--- src/rtl/hbe_pkg.sv ---
// ---------------------------------------------------------------------------
// hbe_pkg
// Shared constants of the histogram binning engine.
// ---------------------------------------------------------------------------
package hbe_pkg;

    localparam int SCREEN_COLS     = 70;
    localparam int BIN_COUNT_RESET = 30;
    localparam int BAR_WIDTH_RESET = SCREEN_COLS - 4;

    // register indexes (byte address = 4 * index)
    localparam logic REG_BIN_COUNT = 1'b0;
    localparam logic REG_BAR_WIDTH = 1'b1;

    localparam int BIN_COUNT_W = 6;
    localparam int BAR_WIDTH_W = 8;

    // quotients never exceed 255: bin index <= bin count, bar <= bar width
    localparam int QUO_W  = 8;
    localparam int STEP_W = $clog2(QUO_W);

endpackage

--- src/rtl/hbe_div.sv ---
// ---------------------------------------------------------------------------
// hbe_div
// Restoring divider, one quotient bit per cycle, for quotients below 2^QUO_W.
// ---------------------------------------------------------------------------
module hbe_div #(
    parameter int DW = 24
) (
    input  logic                     clk,
    input  logic                     rst_n,
    input  logic                     start,
    input  logic [DW-1:0]            dividend,
    input  logic [DW-1:0]            divisor,
    output logic                     done,
    output logic [hbe_pkg::QUO_W-1:0] quotient
);

    localparam int SW = DW + hbe_pkg::QUO_W;

    logic                       busy_reg;
    logic                       done_reg;
    logic [hbe_pkg::STEP_W-1:0] step_reg;
    logic [SW-1:0]              rem_reg;
    logic [SW-1:0]              dsh_reg;
    logic [hbe_pkg::QUO_W-1:0]  quo_reg;
    logic                       fits;

    assign fits = rem_reg >= dsh_reg;

    always_ff @(posedge clk or negedge rst_n)
    begin
        if (!rst_n)
        begin
            busy_reg <= 1'b0;
            done_reg <= 1'b0;
            step_reg <= '0;
        end
        else
        begin
            done_reg <= 1'b0;
            if (start)
            begin
                busy_reg <= 1'b1;
                step_reg <= '0;
            end
            else if (busy_reg)
            begin
                step_reg <= step_reg + 1'b1;
                if (step_reg == hbe_pkg::STEP_W'(hbe_pkg::QUO_W - 1))
                begin
                    busy_reg <= 1'b0;
                    done_reg <= 1'b1;
                end
            end
        end
    end

    always_ff @(posedge clk)
    begin
        if (start)
        begin
            rem_reg <= SW'(dividend);
            dsh_reg <= SW'(divisor) << (hbe_pkg::QUO_W - 1);
            quo_reg <= '0;
        end
        else if (busy_reg)
        begin
            if (fits)
                rem_reg <= rem_reg - dsh_reg;
            dsh_reg <= dsh_reg >> 1;
            quo_reg <= {quo_reg[hbe_pkg::QUO_W-2:0], fits};
        end
    end

    assign done     = done_reg;
    assign quotient = quo_reg;

endmodule

--- config.mk ---
export PLATFORM = sky130hd
export DESIGN_NAME = hbe_div
export DESIGN_NICKNAME = d
export VERILOG_FILES = /design/src/rtl/hbe_pkg.sv /design/src/rtl/hbe_div.sv
export SDC_FILE = /design/constraint.sdc
export NUM_CORES = 1
export LEC_CHECK = 0
export BUFFER_PORTS_ARGS = -buffer_cell sky130_fd_sc_hd__buf_4
export CAP_MARGIN = 25
export CORE_MARGIN = 5
export CORE_UTILIZATION = 41
export DETAILED_ROUTE_END_ITERATION = 8
export SLEW_MARGIN = 10
export SYNTH_ARGS = -nofsm -noshare
export SYNTH_HDL_FRONTEND = slang
export SYNTH_SLANG_ARGS = --single-unit
export TNS_END_PERCENT = 30
--- constraint.sdc ---
create_clock -name clk -period 4.1 [get_ports clk]
set_input_delay 0.205 -clock clk [delete_from_list [all_inputs] [get_ports clk]]
set_output_delay 0.205 -clock clk [all_outputs]
set_load 0.05 [all_outputs]
==> run metrics <==
DRC viols 0; RR Startpoint rem_reg[0]; CP max FO 15; Die W 119 um; hpwl dp roughly 8000 um; CP max stage delay 0.41 ns; Top Ports 60; Fin Setup TNS 0 ns; P_int 2.52 mW; Congestion Overflow GR 0; worst clock skew 0.00893 ns; antenna violations before repair 0; core area roughly 12,000 um^2; Post-synth EDFFs 48; Largest register FFs 32; DR WL/cell ~15 um; Syn Nets roughly 630; die footprint 14,200 um^2; TritonCTS Buffers 9; vias in the first global route 3,896; critical path's top delay family compound AO/OA/AOI/OAI gates; Synth cell types 59; Hold Path Origin divisor[6]; worst rel slew slack about 31%; Area growth syn-to-layout 17.7%; H-tree levels 3; via count 4,001; status completed; Switching Share 39.5%; Clock Power Share between 20% and 30%; Antenna Nets Post-Route 0; Cell Area, Synth ~5000 um^2; Cell Chain, Critical Path inv_1 -> ha_1 -> fa_1 -> nor2b_1 -> o2111ai_1 -> nand3b_1 -> a21oi_1 -> a311oi_2 -> o21ai_0 -> nand2b_1 -> buf_4; WS Path Type register to register; Worst path slowest cell fa_1; Chip Height 119 um; Hold Slack 0.139 ns; CP Data Required Time 4.13 ns; Routed WL 11,200 um; unrepaired setup endpoints after global routing false; root buf cell clkbuf_16; TritonCTS clock tree built; switching pwr 1.65 mW; Slew @ Worst Pin 1.03 ns; clk slew on worst S/H paths roughly 0.06 ns; Setup-failing EPs final 0; ys async rst share 6.58%; max_cap viols 0; Final GP Congestion 0.864; DRT iter0 DRCs 252; # clock sinks 76; initial core utilization 42.2%; Buffers & Inverters on Critical Path 2; Hold Fails Final Rpt 0; share of cells above drive strength 1 14.9%; Cell Rows 39; first-pass GRT wire length 18,400 um; Post-CTS Resized 0; Slew Viols, Final 0; Skew-Pair Late Insertion Delay 0.34 ns; GRT Total Usage 15.7%; LEAKAGE 2.63 nW; register area share after synthesis 41.5%; part of the power in registers approximately 28%; vias per cell 5.35; fin crit share about three quarters; CP arrival 3.07 ns; Final nets 685; I/O Buffers between 50 and 60; Yosys warnings 0; Gate Count Post-Synth about 550; Min Clock Period, post-route 3.04 ns; P per Cell Area 725 nW/um^2; fmax 0.329 GHz; Comb pwr share 51.1%; Avg Cell Area, Syn 8.90 um^2; most frequent cells in the layout nand2_1 (91), o21ai_0 (64), buf_4 (62); Synth Register Bits between 70 and 80; launch point of the worst path rem_reg[0]; n_diodes 0; Startpoint Class register; commonest non-fill, non-tap cell in the layout nand2_1; crit end category register; top_reg_cell synth edfxtp_1; Hold Crit Class input port to register; drt pass-1 iters 4; clock buffer depth 2; peak supply drop 0.264 mV; largest net degree at the start of global routing 62
[cells by family after synthesis]
group / Yosys count / share of synthesized area [%]
simple gates: 172 / 15.6
compound gates: 156 / 19.6
flops: 76 / 41.5
buf+inv: 64 / 5.46
fa+ha+maj: 34 / 8.87
xor+xnor: 28 / 5.02
mux: 19 / 3.92
[worst min-delay path: cells and delay by family]
kind	cells	cell delay (ns)
compound gates	1	0.05
simple gates	1	0.04
buf+inv	1	0.08
[cells in the mapped netlist, types with 3 or more instances]
| library cell | number | area, um^2 |
|---|---|---|
| a2111oi_0 | 3 | 26.3 |
| a211oi_1 | 4 | 30.0 |
| a21boi_0 | 3 | 22.5 |
| a21o_1 | 19 | 143 |
| a21oi_1 | 29 | 145 |
| a31oi_1 | 7 | 43.8 |
| and3_1 | 5 | 31.3 |
| and3_2 | 3 | 22.5 |
| clkbuf_1 | 16 | 60.1 |
| dfrtp_1 | 5 | 125 |
| dfxtp_1 | 23 | 460 |
| edfxtp_1 | 48 | 1440 |
| ha_1 | 33 | 413 |
| inv_1 | 41 | 154 |
| mux2i_1 | 18 | 180 |
| nand2_1 | 91 | 342 |
| nand2b_1 | 6 | 37.5 |
| nand3_1 | 5 | 25.0 |
| nand3b_1 | 3 | 22.5 |
| nor2_1 | 35 | 131 |
| nor3_1 | 8 | 40.0 |
| o2111ai_1 | 3 | 26.3 |
| o21a_1 | 4 | 30.0 |
| o21ai_0 | 64 | 320 |
| o21bai_1 | 3 | 22.5 |
| o22ai_1 | 3 | 18.8 |
| xnor2_1 | 16 | 140 |
| xor2_1 | 12 | 105 |
[metrics by stage]
stage	util [%]	setup slack (ns)	area [um^2]	std cells	total power, mW
2_1_floorplan	-	1.09	4880	549	2.84
3_3_place_gp	46.8	1.21	5420	731	3.28
3_5_place_dp	46.8	1.06	5420	731	3.31
4_1_cts	49.7	1.06	5750	748	4.18
5_1_grt	49.7	0.818	5750	748	4.48
6_report	49.7	1.06	5750	748	4.17
[layer usage]
| metal | share of wire [%] | global-route usage [%] | wire length [um] | vias up |
|---|---|---|---|---|
| met5 | 0 | 0 | 0 | - |
| met4 | 1.7 | 6.44 | 186 | 0 |
| met3 | 5.0 | 3.08 | 554 | 15 |
| met2 | 44 | 24.3 | 4860 | 95 |
| met1 | 50 | 21.7 | 5550 | 1842 |
| li1 | - | - | - | 2049 |
[layout make-up]
class,count,area (um^2)
Multi-Input combinational cell,409,2590
Inverter,41,154
Timing Repair Buffer,63,475
Sequential cell,76,2030
Fill cell,1098,5820
Tap cell,143,179
Clock inverter,3,40.0
Clock buffer,13,283
[power by group through the flow]
stage	Combinational, mW	Sequential, mW	Clock [mW]
2_1_floorplan	1.65	1.18	0
3_3_place_gp	2.10	1.18	0
3_5_place_dp	2.12	1.19	0
4_1_cts	2.14	1.17	0.877
5_1_grt	2.38	1.19	0.910
6_report	2.13	1.17	0.868
[final timing paths]
kind / depth (start not counted) / to / slack [ns]
setup / recovery: 11 / rem_reg[8] / 1.06
hold / removal: 3 / dsh_reg[13] / 0.14
setup reg to reg: 11 / rem_reg[8] / 1.06
hold reg to reg: 2 / rem_reg[29] / 0.47
max in group asynchronous: 2 / busy_reg / 3.79
min in group asynchronous: 2 / busy_reg / 0.19
[repair_timing]
| action | CTS | global route |
|---|---|---|
| setup buffers | 0 | 0 |
| hold buffers | 1 | 0 |
| endpoints found under the hold margin | 5 | 0 |
No activity file was read; power rests on OpenSTA's default activity.
